===== src/rtl/core/cpr_pkg.sv =====
// ----------------------------------------------------------------------------
// cpr_pkg
// Shared types and constants for the capture period to rate meter.
// ----------------------------------------------------------------------------
`default_nettype none

package cpr_pkg;

  localparam int unsigned DATA_W = 32;
  localparam int unsigned ADDR_W = 4;

  // Register indexes (byte address = 4 * index).
  localparam logic [1:0] REG_WHEEL_NUM = 2'd0;
  localparam logic [1:0] REG_FLOW_NUM  = 2'd1;
  localparam logic [1:0] REG_TIMEOUT   = 2'd2;

  localparam logic [DATA_W-1:0] TIMEOUT_RST = 32'd1000;
  localparam logic [DATA_W-1:0] RATE_MAX    = 32'hFFFF_FFFF;

  // Operation codes of an input word.
  localparam logic OP_CAPTURE = 1'b0;
  localparam logic OP_CHECK   = 1'b1;

  localparam logic [1:0] FLOW_CHANNEL = 2'd2;

  typedef struct packed {
    logic [DATA_W-1:0] wheel_numerator;
    logic [DATA_W-1:0] flow_numerator;
    logic [DATA_W-1:0] zero_timeout;
  } cfg_t;

  typedef struct packed {
    logic              start;
    logic [DATA_W-1:0] dividend;
    logic [DATA_W-1:0] divisor;
  } div_req_t;

  typedef struct packed {
    logic              done;
    logic [DATA_W-1:0] quotient;
  } div_rsp_t;

endpackage

`default_nettype wire


===== src/rtl/core/capture_period_to_rate_unit.sv =====
// ----------------------------------------------------------------------------
// capture_period_to_rate_unit
// Per-channel capture rate meter: rate = numerator / period (all ones for a zero period), timeout zeroing.
// ----------------------------------------------------------------------------
// Flow: a capture with a nonzero period passes S_EXEC, S_DIV and S_RESULT;
//   the 32 steps of the shared bit-serial divider run in S_DIV. Timeout
//   checks, zero periods and unknown channels go from S_EXEC to S_RESULT.
// Throughput: one word at a time; the next word is taken only back in S_IDLE,
//   after the result word is loaded, which an output stall holds off.
// Reset: synchronous, clears timestamps and rates to zero and the timeout to 1000.
`default_nettype none

module capture_period_to_rate_unit
  import cpr_pkg::*;
#(
  parameter int unsigned NUM_CHANNELS = 3,
  parameter int unsigned TIME_BITS    = 32
) (
  input  wire logic              clk,
  input  wire logic              rst,
  input  wire logic              in_valid,
  output logic                   in_stall,
  input  wire logic              operation,
  input  wire logic [1:0]        channel,
  input  wire logic [31:0]       time_value,
  output logic                   out_valid,
  input  wire logic              out_stall,
  output logic      [1:0]        channel_out,
  output logic      [31:0]       rate,
  input  wire logic              psel,
  input  wire logic              penable,
  input  wire logic              pwrite,
  input  wire logic [ADDR_W-1:0] paddr,
  input  wire logic [DATA_W-1:0] pwdata,
  output logic      [DATA_W-1:0] prdata,
  output logic                   pready
);

  localparam logic [1:0] S_IDLE   = 2'd0;
  localparam logic [1:0] S_EXEC   = 2'd1;
  localparam logic [1:0] S_DIV    = 2'd2;
  localparam logic [1:0] S_RESULT = 2'd3;

  cfg_t     cfg;
  div_req_t div_req;
  div_rsp_t div_rsp;

  logic [1:0]           state;
  logic                 op_q;
  logic [1:0]           ch_q;
  logic [TIME_BITS-1:0] time_q;

  logic [TIME_BITS-1:0] last_capture [NUM_CHANNELS];
  logic [DATA_W-1:0]    stored_rate  [NUM_CHANNELS];

  logic [4:0]           ch_ext;
  logic                 ch_ok;
  logic [TIME_BITS-1:0] sel_last;
  logic [DATA_W-1:0]    sel_rate;
  logic [TIME_BITS-1:0] dt;
  logic                 need_div;
  logic                 out_free;
  logic                 in_accept;

  cpr_regs u_regs (
    .clk     (clk),
    .rst     (rst),
    .psel    (psel),
    .penable (penable),
    .pwrite  (pwrite),
    .paddr   (paddr),
    .pwdata  (pwdata),
    .prdata  (prdata),
    .pready  (pready),
    .cfg     (cfg)
  );

  cpr_divider u_div (
    .clk (clk),
    .rst (rst),
    .req (div_req),
    .rsp (div_rsp)
  );

  assign ch_ext = {3'b000, ch_q};
  assign ch_ok  = (ch_ext < 5'(NUM_CHANNELS));

  always_comb begin
    sel_last = '0;
    sel_rate = '0;
    for (int i = 0; i < NUM_CHANNELS; i++) begin
      if (ch_ext == 5'(i)) begin
        sel_last = last_capture[i];
        sel_rate = stored_rate[i];
      end
    end
  end

  // The period and the timeout gap are the same wrapping difference.
  assign dt       = time_q - sel_last;
  assign need_div = ch_ok && (op_q == OP_CAPTURE) && (dt != '0);

  assign div_req.start    = (state == S_EXEC) && need_div;
  assign div_req.dividend = (ch_q == FLOW_CHANNEL) ? cfg.flow_numerator
                                                   : cfg.wheel_numerator;
  assign div_req.divisor  = DATA_W'(dt);

  assign in_stall  = (state != S_IDLE);
  assign in_accept = in_valid && !in_stall;
  assign out_free  = !out_valid || !out_stall;

  always_ff @(posedge clk) begin
    if (in_accept) begin
      op_q   <= operation;
      ch_q   <= channel;
      time_q <= time_value[TIME_BITS-1:0];
    end
  end

  always_ff @(posedge clk) begin
    if (rst) begin
      out_valid <= 1'b0;
    end else if ((state == S_RESULT) && out_free) begin
      out_valid <= 1'b1;
    end else if (!out_stall) begin
      out_valid <= 1'b0;
    end
  end

  always_ff @(posedge clk) begin
    if (rst) begin
      state <= S_IDLE;
      for (int i = 0; i < NUM_CHANNELS; i++) begin
        last_capture[i] <= '0;
        stored_rate[i]  <= '0;
      end
    end else begin
      unique case (state)
        S_IDLE: begin
          if (in_accept) begin
            state <= S_EXEC;
          end
        end
        S_EXEC: begin
          for (int i = 0; i < NUM_CHANNELS; i++) begin
            if (ch_ext == 5'(i)) begin
              if (op_q == OP_CAPTURE) begin
                last_capture[i] <= time_q;
                if (dt == '0) begin
                  stored_rate[i] <= RATE_MAX;
                end
              end else if (DATA_W'(dt) > cfg.zero_timeout) begin
                stored_rate[i] <= '0;
              end
            end
          end
          state <= need_div ? S_DIV : S_RESULT;
        end
        S_DIV: begin
          if (div_rsp.done) begin
            for (int i = 0; i < NUM_CHANNELS; i++) begin
              if (ch_ext == 5'(i)) begin
                stored_rate[i] <= div_rsp.quotient;
              end
            end
            state <= S_RESULT;
          end
        end
        S_RESULT: begin
          if (out_free) begin
            state <= S_IDLE;
          end
        end
        default: state <= S_IDLE;
      endcase
    end
  end

  always_ff @(posedge clk) begin
    if ((state == S_RESULT) && out_free) begin
      channel_out <= ch_q;
      rate        <= ch_ok ? sel_rate : '0;
    end
  end

  a_div_done_in_div: assert property (@(posedge clk) disable iff (rst)
    div_rsp.done |-> state == S_DIV)
    else $error("divider finished outside the divide state");

  a_accept_to_exec: assert property (@(posedge clk) disable iff (rst)
    in_accept |=> state == S_EXEC)
    else $error("accepted word did not start execution");

  a_result_loads: assert property (@(posedge clk) disable iff (rst)
    (state == S_RESULT) && out_free |=> out_valid && (state == S_IDLE))
    else $error("result word was not loaded");

endmodule

`default_nettype wire


===== src/rtl/core/cpr_regs.sv =====
// ----------------------------------------------------------------------------
// cpr_regs
// APB-style configuration registers: numerators and zero timeout.
// ----------------------------------------------------------------------------
`default_nettype none

module cpr_regs
  import cpr_pkg::*;
(
  input  wire logic              clk,
  input  wire logic              rst,
  input  wire logic              psel,
  input  wire logic              penable,
  input  wire logic              pwrite,
  input  wire logic [ADDR_W-1:0] paddr,
  input  wire logic [DATA_W-1:0] pwdata,
  output logic      [DATA_W-1:0] prdata,
  output logic                   pready,
  output cfg_t                   cfg
);

  cfg_t       regs;
  logic       wr_en;
  logic [1:0] reg_idx;

  assign pready  = 1'b1;
  assign wr_en   = psel && penable && pwrite;
  assign reg_idx = paddr[3:2];
  assign cfg     = regs;

  always_ff @(posedge clk) begin
    if (rst) begin
      regs.wheel_numerator <= '0;
      regs.flow_numerator  <= '0;
      regs.zero_timeout    <= TIMEOUT_RST;
    end else if (wr_en) begin
      unique case (reg_idx)
        REG_WHEEL_NUM: regs.wheel_numerator <= pwdata;
        REG_FLOW_NUM:  regs.flow_numerator  <= pwdata;
        REG_TIMEOUT:   regs.zero_timeout    <= pwdata;
        default: ;
      endcase
    end
  end

  always_comb begin
    unique case (reg_idx)
      REG_WHEEL_NUM: prdata = regs.wheel_numerator;
      REG_FLOW_NUM:  prdata = regs.flow_numerator;
      REG_TIMEOUT:   prdata = regs.zero_timeout;
      default:       prdata = '0;
    endcase
  end

endmodule

`default_nettype wire


===== src/rtl/core/cpr_divider.sv =====
// ----------------------------------------------------------------------------
// cpr_divider
// Restoring unsigned divider, one quotient bit per cycle.
// ----------------------------------------------------------------------------
`default_nettype none

module cpr_divider
  import cpr_pkg::*;
(
  input  wire logic     clk,
  input  wire logic     rst,
  input  wire div_req_t req,
  output div_rsp_t      rsp
);

  localparam int unsigned CNT_W = $clog2(DATA_W);

  logic              busy;
  logic              done;
  logic [CNT_W-1:0]  cnt;
  logic [DATA_W-1:0] rem;
  logic [DATA_W-1:0] quo;
  logic [DATA_W-1:0] dvs;
  logic [DATA_W:0]   shifted;
  logic [DATA_W:0]   diff;

  // Bring down the next dividend bit and try to subtract the divisor.
  assign shifted = {rem, quo[DATA_W-1]};
  assign diff    = shifted - {1'b0, dvs};

  always_ff @(posedge clk) begin
    if (rst) begin
      busy <= 1'b0;
      done <= 1'b0;
      cnt  <= '0;
    end else begin
      done <= 1'b0;
      if (req.start) begin
        busy <= 1'b1;
        cnt  <= '0;
      end else if (busy) begin
        cnt <= cnt + 1'b1;
        if (cnt == CNT_W'(DATA_W - 1)) begin
          busy <= 1'b0;
          done <= 1'b1;
        end
      end
    end
  end

  always_ff @(posedge clk) begin
    if (req.start) begin
      rem <= '0;
      quo <= req.dividend;
      dvs <= req.divisor;
    end else if (busy) begin
      if (!diff[DATA_W]) begin
        rem <= diff[DATA_W-1:0];
        quo <= {quo[DATA_W-2:0], 1'b1};
      end else begin
        rem <= shifted[DATA_W-1:0];
        quo <= {quo[DATA_W-2:0], 1'b0};
      end
    end
  end

  assign rsp.done     = done;
  assign rsp.quotient = quo;

  a_start_busy: assert property (@(posedge clk) disable iff (rst)
    req.start |=> busy)
    else $error("divider did not start");

  a_done_after_busy: assert property (@(posedge clk) disable iff (rst)
    done |-> $past(busy) && !busy)
    else $error("divider done without a running division");

endmodule

`default_nettype wire


===== config.mk =====
export PLATFORM = sky130hd
export DESIGN_NAME = capture_period_to_rate_unit
export DESIGN_NICKNAME = d
export VERILOG_FILES = /design/src/rtl/core/cpr_pkg.sv /design/src/rtl/core/capture_period_to_rate_unit.sv /design/src/rtl/core/cpr_regs.sv /design/src/rtl/core/cpr_divider.sv
export SDC_FILE = /design/constraint.sdc
export NUM_CORES = 1
export LEC_CHECK = 0
export BUFFER_PORTS_ARGS = -buffer_cell sky130_fd_sc_hd__buf_4
export CAP_MARGIN = 30
export CORE_ASPECT_RATIO = 0.8
export CORE_MARGIN = 2
export CORE_UTILIZATION = 45
export DETAILED_ROUTE_END_ITERATION = 6
export PLACE_DENSITY = 0.71
export SYNTH_ARGS = -nofsm -noshare
export SYNTH_HDL_FRONTEND = slang
export SYNTH_SLANG_ARGS = --single-unit
export TNS_END_PERCENT = 5

===== constraint.sdc =====
create_clock -name clk -period 6.8 [get_ports clk]
set_input_delay 0.68 -clock clk [delete_from_list [all_inputs] [get_ports clk]]
set_output_delay 0.68 -clock clk [all_outputs]
set_load 0.005 [all_outputs]

# Word level (Yosys, flattened, before mapping)
# Memory sizes are Yosys's and may differ from the RTL's.
# Cells that the tools add are included.
# word_totals
out_inout_bits	69
memories	2
input_bits	78
wordCells	166
mem_bits_rw	192
regBits	271
# memory_table
name	words	width	read_ports	rd_clocked_by_memory_dff	wr	line	rtl
last_capture	3	32	3	0	3	capture_period_to_rate_unit.sv:53	logic [TIME_BITS-1:0] last_capture [NUM_CHANNELS];
stored_rate	3	32	3	0	3	capture_period_to_rate_unit.sv:54	logic [DATA_W-1:0] stored_rate [NUM_CHANNELS];
# classes
mux	93
eq_ne	12
reduce_logical	24
order_cmp	2
n_bitwise	14
add_sub_neg	3
# op_table
cell	n
32-bit 2-to-1 mux	22
32-bit one-hot mux with 3 select lines	1
1-bit 2-to-1 mux	66
33-bit by 32-bit subtractor with 33-bit output	1
32-bit > comparator	1
32-bit logical NOT	1
32-bit nonzero test	1
32-bit subtractor	1
1-bit bitwise OR	12
2-bit equality test (second input constant)	4
2-bit one-hot mux with 4 select lines	1
1-bit logical AND	7
2-bit by 1-bit equality test with 1-bit output (second input constant)	3
2-bit 2-to-1 mux	3
2-bit AND reduction	3
5-bit by 1-bit adder with 5-bit output (second input constant)	1
5-bit equality test (second input constant)	1
5-bit logical NOT	1
2-bit logical NOT	2
2-bit by 1-bit != test with 1-bit output (second input constant)	2
2-bit != test (second input constant)	2
2-bit nonzero test	2
1-bit logical NOT	3
3-bit AND reduction	1
5 further kinds	6

# Logic depth before layout (Yosys ltp)
# logic_depth
word_depth	15
depth_mapped	31
mapped_depth_nobuf	26

# Modules after synthesis
# From an unflattened synthesis, not the netlist that was laid out.
# hier_totals
hier_cells	2355
hier_area_um2	24358.4
# by_module_without_submodules
mod	cells_per_inst	seq_area_each_um2	n_inst	area_each_um2
capture_period_to_rate_unit	1297	7897.6	1	13885.8
cpr_divider	591	2702.6	1	5933.2
cpr_regs	467	1921.8	1	4539.4

# Worst setup path after synthesis
# OpenSTA, ideal clock, no wires.
# synth_timing
path_type	reg-to-reg
from	register ch_q[0]
to	memory stored_rate[0][0], enable pin
setup_ns	0.432
setup_slack_ns	-0.570
period_less_slack_ns	7.370
path_stages_with_launch	26
t_required_ns	6.368
path_buffers	4
arrival_time_ns	6.938
path_cell_list	edfxtp_1 -> nor2b_1 -> clkbuf_1 -> clkbuf_1 -> clkbuf_1 -> clkbuf_1 -> a21oi_1 -> ha_1 -> a21oi_1 -> nand2_1 -> or2_2 -> o211ai_1 -> a21oi_1 -> o21a_1 -> o21a_1 -> nor3_1 -> inv_1 -> ha_1 -> nand4_1 -> nor2_1 -> and3_1 -> inv_1 -> nor3_1 -> a221o_1 -> a211oi_1 -> a21oi_1
# synth_lines
element	line	rtl
start: declaration	capture_period_to_rate_unit.sv:50	logic [1:0] ch_q;
start signal: assignment	capture_period_to_rate_unit.sv:115	ch_q <= channel;
end: declaration	capture_period_to_rate_unit.sv:54	

==> flow_summary.yaml <==
yosys:
  synth.avg_cell_area_um2: 10.4
  synth_cells: 2234
  yosys_warnings: 0
  yosysTopAreaCellShare: 0.418
  synth_edf_count: 325
  syn_area_um2: 23300
  synth_area_leaders: "edfxtp_1 42%, dfxtp_1 12%, nand2_1 6.9%"
  synth_top_area_cell: "edfxtp_1"
  yosys_most_used_dff: "edfxtp_1"
  synth.net_count: 2416
  async_flop_share: 0
  ys_types: 75
  ys_seq_elements: 463
  yosysSeqAreaShare: 0.537
routing:
  wl_per_cell_um: 19.6
  dr.pass1.iters: 7
  drt-total-wl_um: 60300
  num_vias: 17325
  antenna_left: 0
  drt_drc_violations_left: 1
  via_per_inst: 5.63
  dr.first_iter.drc_count: 1488
floorplanning:
  dieHeight_um: 208
  rows: 74
  ios: 147
  fp.dieW_um: 259
  coreArea_um2: 51100
  die_area_um2: 53700
  initial_utilization: 0.456
setup_path:
  r2r_end: "stored_rate[0][43]"
  worst_setup_path_start_kind: "register"
  r2r_setup_slack_ns: 0.30
  cp_max_fo: 32
  r2r_cells: 26
  crit_type: "reg -> reg"
  cp.required_ns: 7.08
  cp_data_arrival_time_ns: 6.78
  r2r_start: "ch_q[0]"
  end_kind: "register"
grt:
  gr-total-overflow: 0
  antenna_found_initial: 0
  grt_first_pass_wirelength_um: 93900
  grt_start_max_net_pins: 73
  grt.total_usage: 0.223
  first_global_vias: 16848
timing:
  fin_crit_ns: 6.50
  finClkSkew_ns: 0.0172
  period_share: 0.956
  setup_violations: 0
  tightest_slew_ns: 0.977
  max_freq_mhz: 154
  hold_violations: 0
  max-slew-margin-rel: 0.348
  drv_slew: 0
layout:
  final_common_cell: "nand2_1"
  diodes: 0
  post-route-util: 0.526
  mostFrequentLayoutCells: "428 x nand2_1, 325 x edfxtp_1, 186 x buf_4"
  num-fill-cells: 4393
  syn_to_final_growth_pct: 15.3
  finish.instance_area_um2: 26900
  fin_nets: 2535
  drive_gt1_frac: 0.154
  stdcell_count: 3077
min_path:
  holdPathEnd: "time_q[12]"
  min_path_cells: 1
  hp-start: "time_value[12]"
  hp-class: "in -> reg"
power:
  power_density_nw_per_um2: 385
  power_leakage_uw: 0.0109
  ir_drop_v: 0.000301
clocking:
  numClockSinks: 463
  holdBufCountCts: 0
  htree_levels: 2
  cts_buffer_depth: 3
  insertion_delay_ns: 0.59
  numCtsBuffers: 48
  clockRootBuffer: "clkbuf_16"
  cts_tree: "yes"
  path_clk_slew_ns: 0.07
flow_run:
  cap_violations: 0
placement:
  placed_area_um2: 25300
  numPortBuffers: 143
  dp_hpwl_um: 40400
  gp_congestion: 0.899
  dp_cells: 2981
run_status:
  status: "finished, violations left"
  violations: "DRC"
## cells in the mapped netlist (all sizes together), types with 4 or more instances
| library cell | count |
|---|---|
| a211o | 8 |
| a211oi | 36 |
| a21boi | 4 |
| a21o | 44 |
| a21oi | 190 |
| a31oi | 10 |
| and2 | 37 |
| and3 | 10 |
| and4 | 4 |
| buf | 27 |
| clkbuf | 98 |
| dfxtp | 138 |
| edfxtp | 325 |
| ha | 102 |
| inv | 85 |
| mux2 | 66 |
| mux2i | 128 |
| nand2 | 428 |
| nand2b | 11 |
| nand3 | 49 |
| nand3b | 4 |
| nand4 | 23 |
| nor2 | 125 |
| nor2b | 18 |
| nor3 | 20 |
| nor3b | 4 |
| o2111ai | 6 |
| o211ai | 10 |
| o21a | 14 |
| o21ai | 107 |
| or2 | 4 |
| or3 | 4 |
| xnor2 | 33 |
| xor2 | 17 |
## cell type report
type	count	area (um^2)	share of cell area
sequential	463	12500	0.466
multi-input combinational	1561	10100	0.375
timing repair buffer	194	1550	0.0575
clock buffer	60	1300	0.0482
tap	684	856	0.0318
inverter	85	319	0.0119
clock inverter	30	277	0.0103
## registers in the layout (all words and copies together), names as in the netlist
| register | count |
|---|---|
| last_capture | 96 |
| stored_rate | 96 |
| u_regs.cfg | 96 |
| rate | 32 |
| time_q | 32 |
| u_div.dvs | 32 |
| u_div.quo | 32 |
| u_div.rem | 32 |
| u_div.cnt | 5 |
| ch_q | 2 |
| channel_out | 2 |
| state | 2 |
| op_q | 1 |
| out_valid | 1 |
| u_div.busy | 1 |
| u_div.done | 1 |
## worst max path at each step
| stage | slack, ns | startpoint | cells after the start | end |
|---|---|---|---|---|
| final | 0.30 | ch_q[0] | 26 | stored_rate[0][43] |
| after global routing | -0.003 | ch_q[0] | 26 | stored_rate[0][4] |
| after CTS | 0.15 | ch_q[0] | 25 | stored_rate[0][5] |
| after detailed placement | 0.22 | ch_q[0] | 25 | stored_rate[0][6] |
| after global placement | 0.32 | ch_q[0] | 25 | stored_rate[0][39] |
| after floorplan | -0.57 | ch_q[0] | 25 | stored_rate[0][0] |
## cells by family after synthesis
| logic type | synth area share |
|---|---|
| buffers and inverters | 0.0355 |
| AO/OA/AOI/OAI | 0.120 |
| AND/OR/NAND/NOR | 0.141 |
| flip-flops | 0.537 |
| XOR/XNOR | 0.0188 |
| other | 0.000161 |
| multiplexers | 0.0915 |
| adder cells (fa/ha/maj) | 0.0564 |
## worst max-delay path, cell delays in order, from the launching register on
cell	delay, ns
edfxtp_1	0.38
buf_4	0.14
buf_12	0.23
mux2i_1	0.22
nor2_1	0.06
a21oi_1	0.19
ha_1	0.32
and3_1	0.22
and2_1	0.21
o2bb2ai_1	0.20
o21ai_1	0.22
o211ai_2	0.21
mux2i_1	0.21
o311a_1	0.37
ha_1	0.31
a21o_1	0.18
a21o_1	0.17
a21o_1	0.17
a21o_1	0.16
a21o_1	0.18
a21o_1	0.17
a221o_1	0.39
a221o_1	0.37
a211oi_1	0.25
buf_4	0.21
a21oi_4	0.06
buf_4	0.31
## power breakdown
| part | switching [uW] | total, uW | internal, uW |
|---|---|---|---|
| Clock | 1150 | 2630 | 1490 |
| Sequential | 217 | 3780 | 3570 |
| Combinational | 2350 | 3930 | 1590 |
| Total | 3710 | 10400 | 6640 |
## repair_timing
| action | CTS | global route |
|---|---|---|
| resized for setup | 0 | 3 |
| buffers inserted | 0 | 6 |
| endpoints found under the setup margin | 0 | 180 |
## metrics by stage
step / power, uW / setup WS (ns) / hold slack, ns / setup TNS [ns]
6_report: 10400 / 0.303 / 0.263 / 0
5_1_grt: 10900 / -0.00300 / 0.233 / -0.0178
4_1_cts: 10300 / 0.154 / 0.233 / 0
3_5_place_dp: 7690 / 0.219 / 0.459 / 0
3_3_place_gp: 7590 / 0.316 / 0.453 / 0
2_1_floorplan: 6540 / -0.570 / 0.446 / -54.74
## layer usage
metal  routed length (um)  global-route usage  part of all wire
met1                26900               0.315              0.45
met2                26500               0.342              0.44
met3                 5210              0.0457             0.086
met4                 1640              0.0716             0.027
met5                    0                   0                 0
No activity file was read; power rests on OpenSTA's default activity.
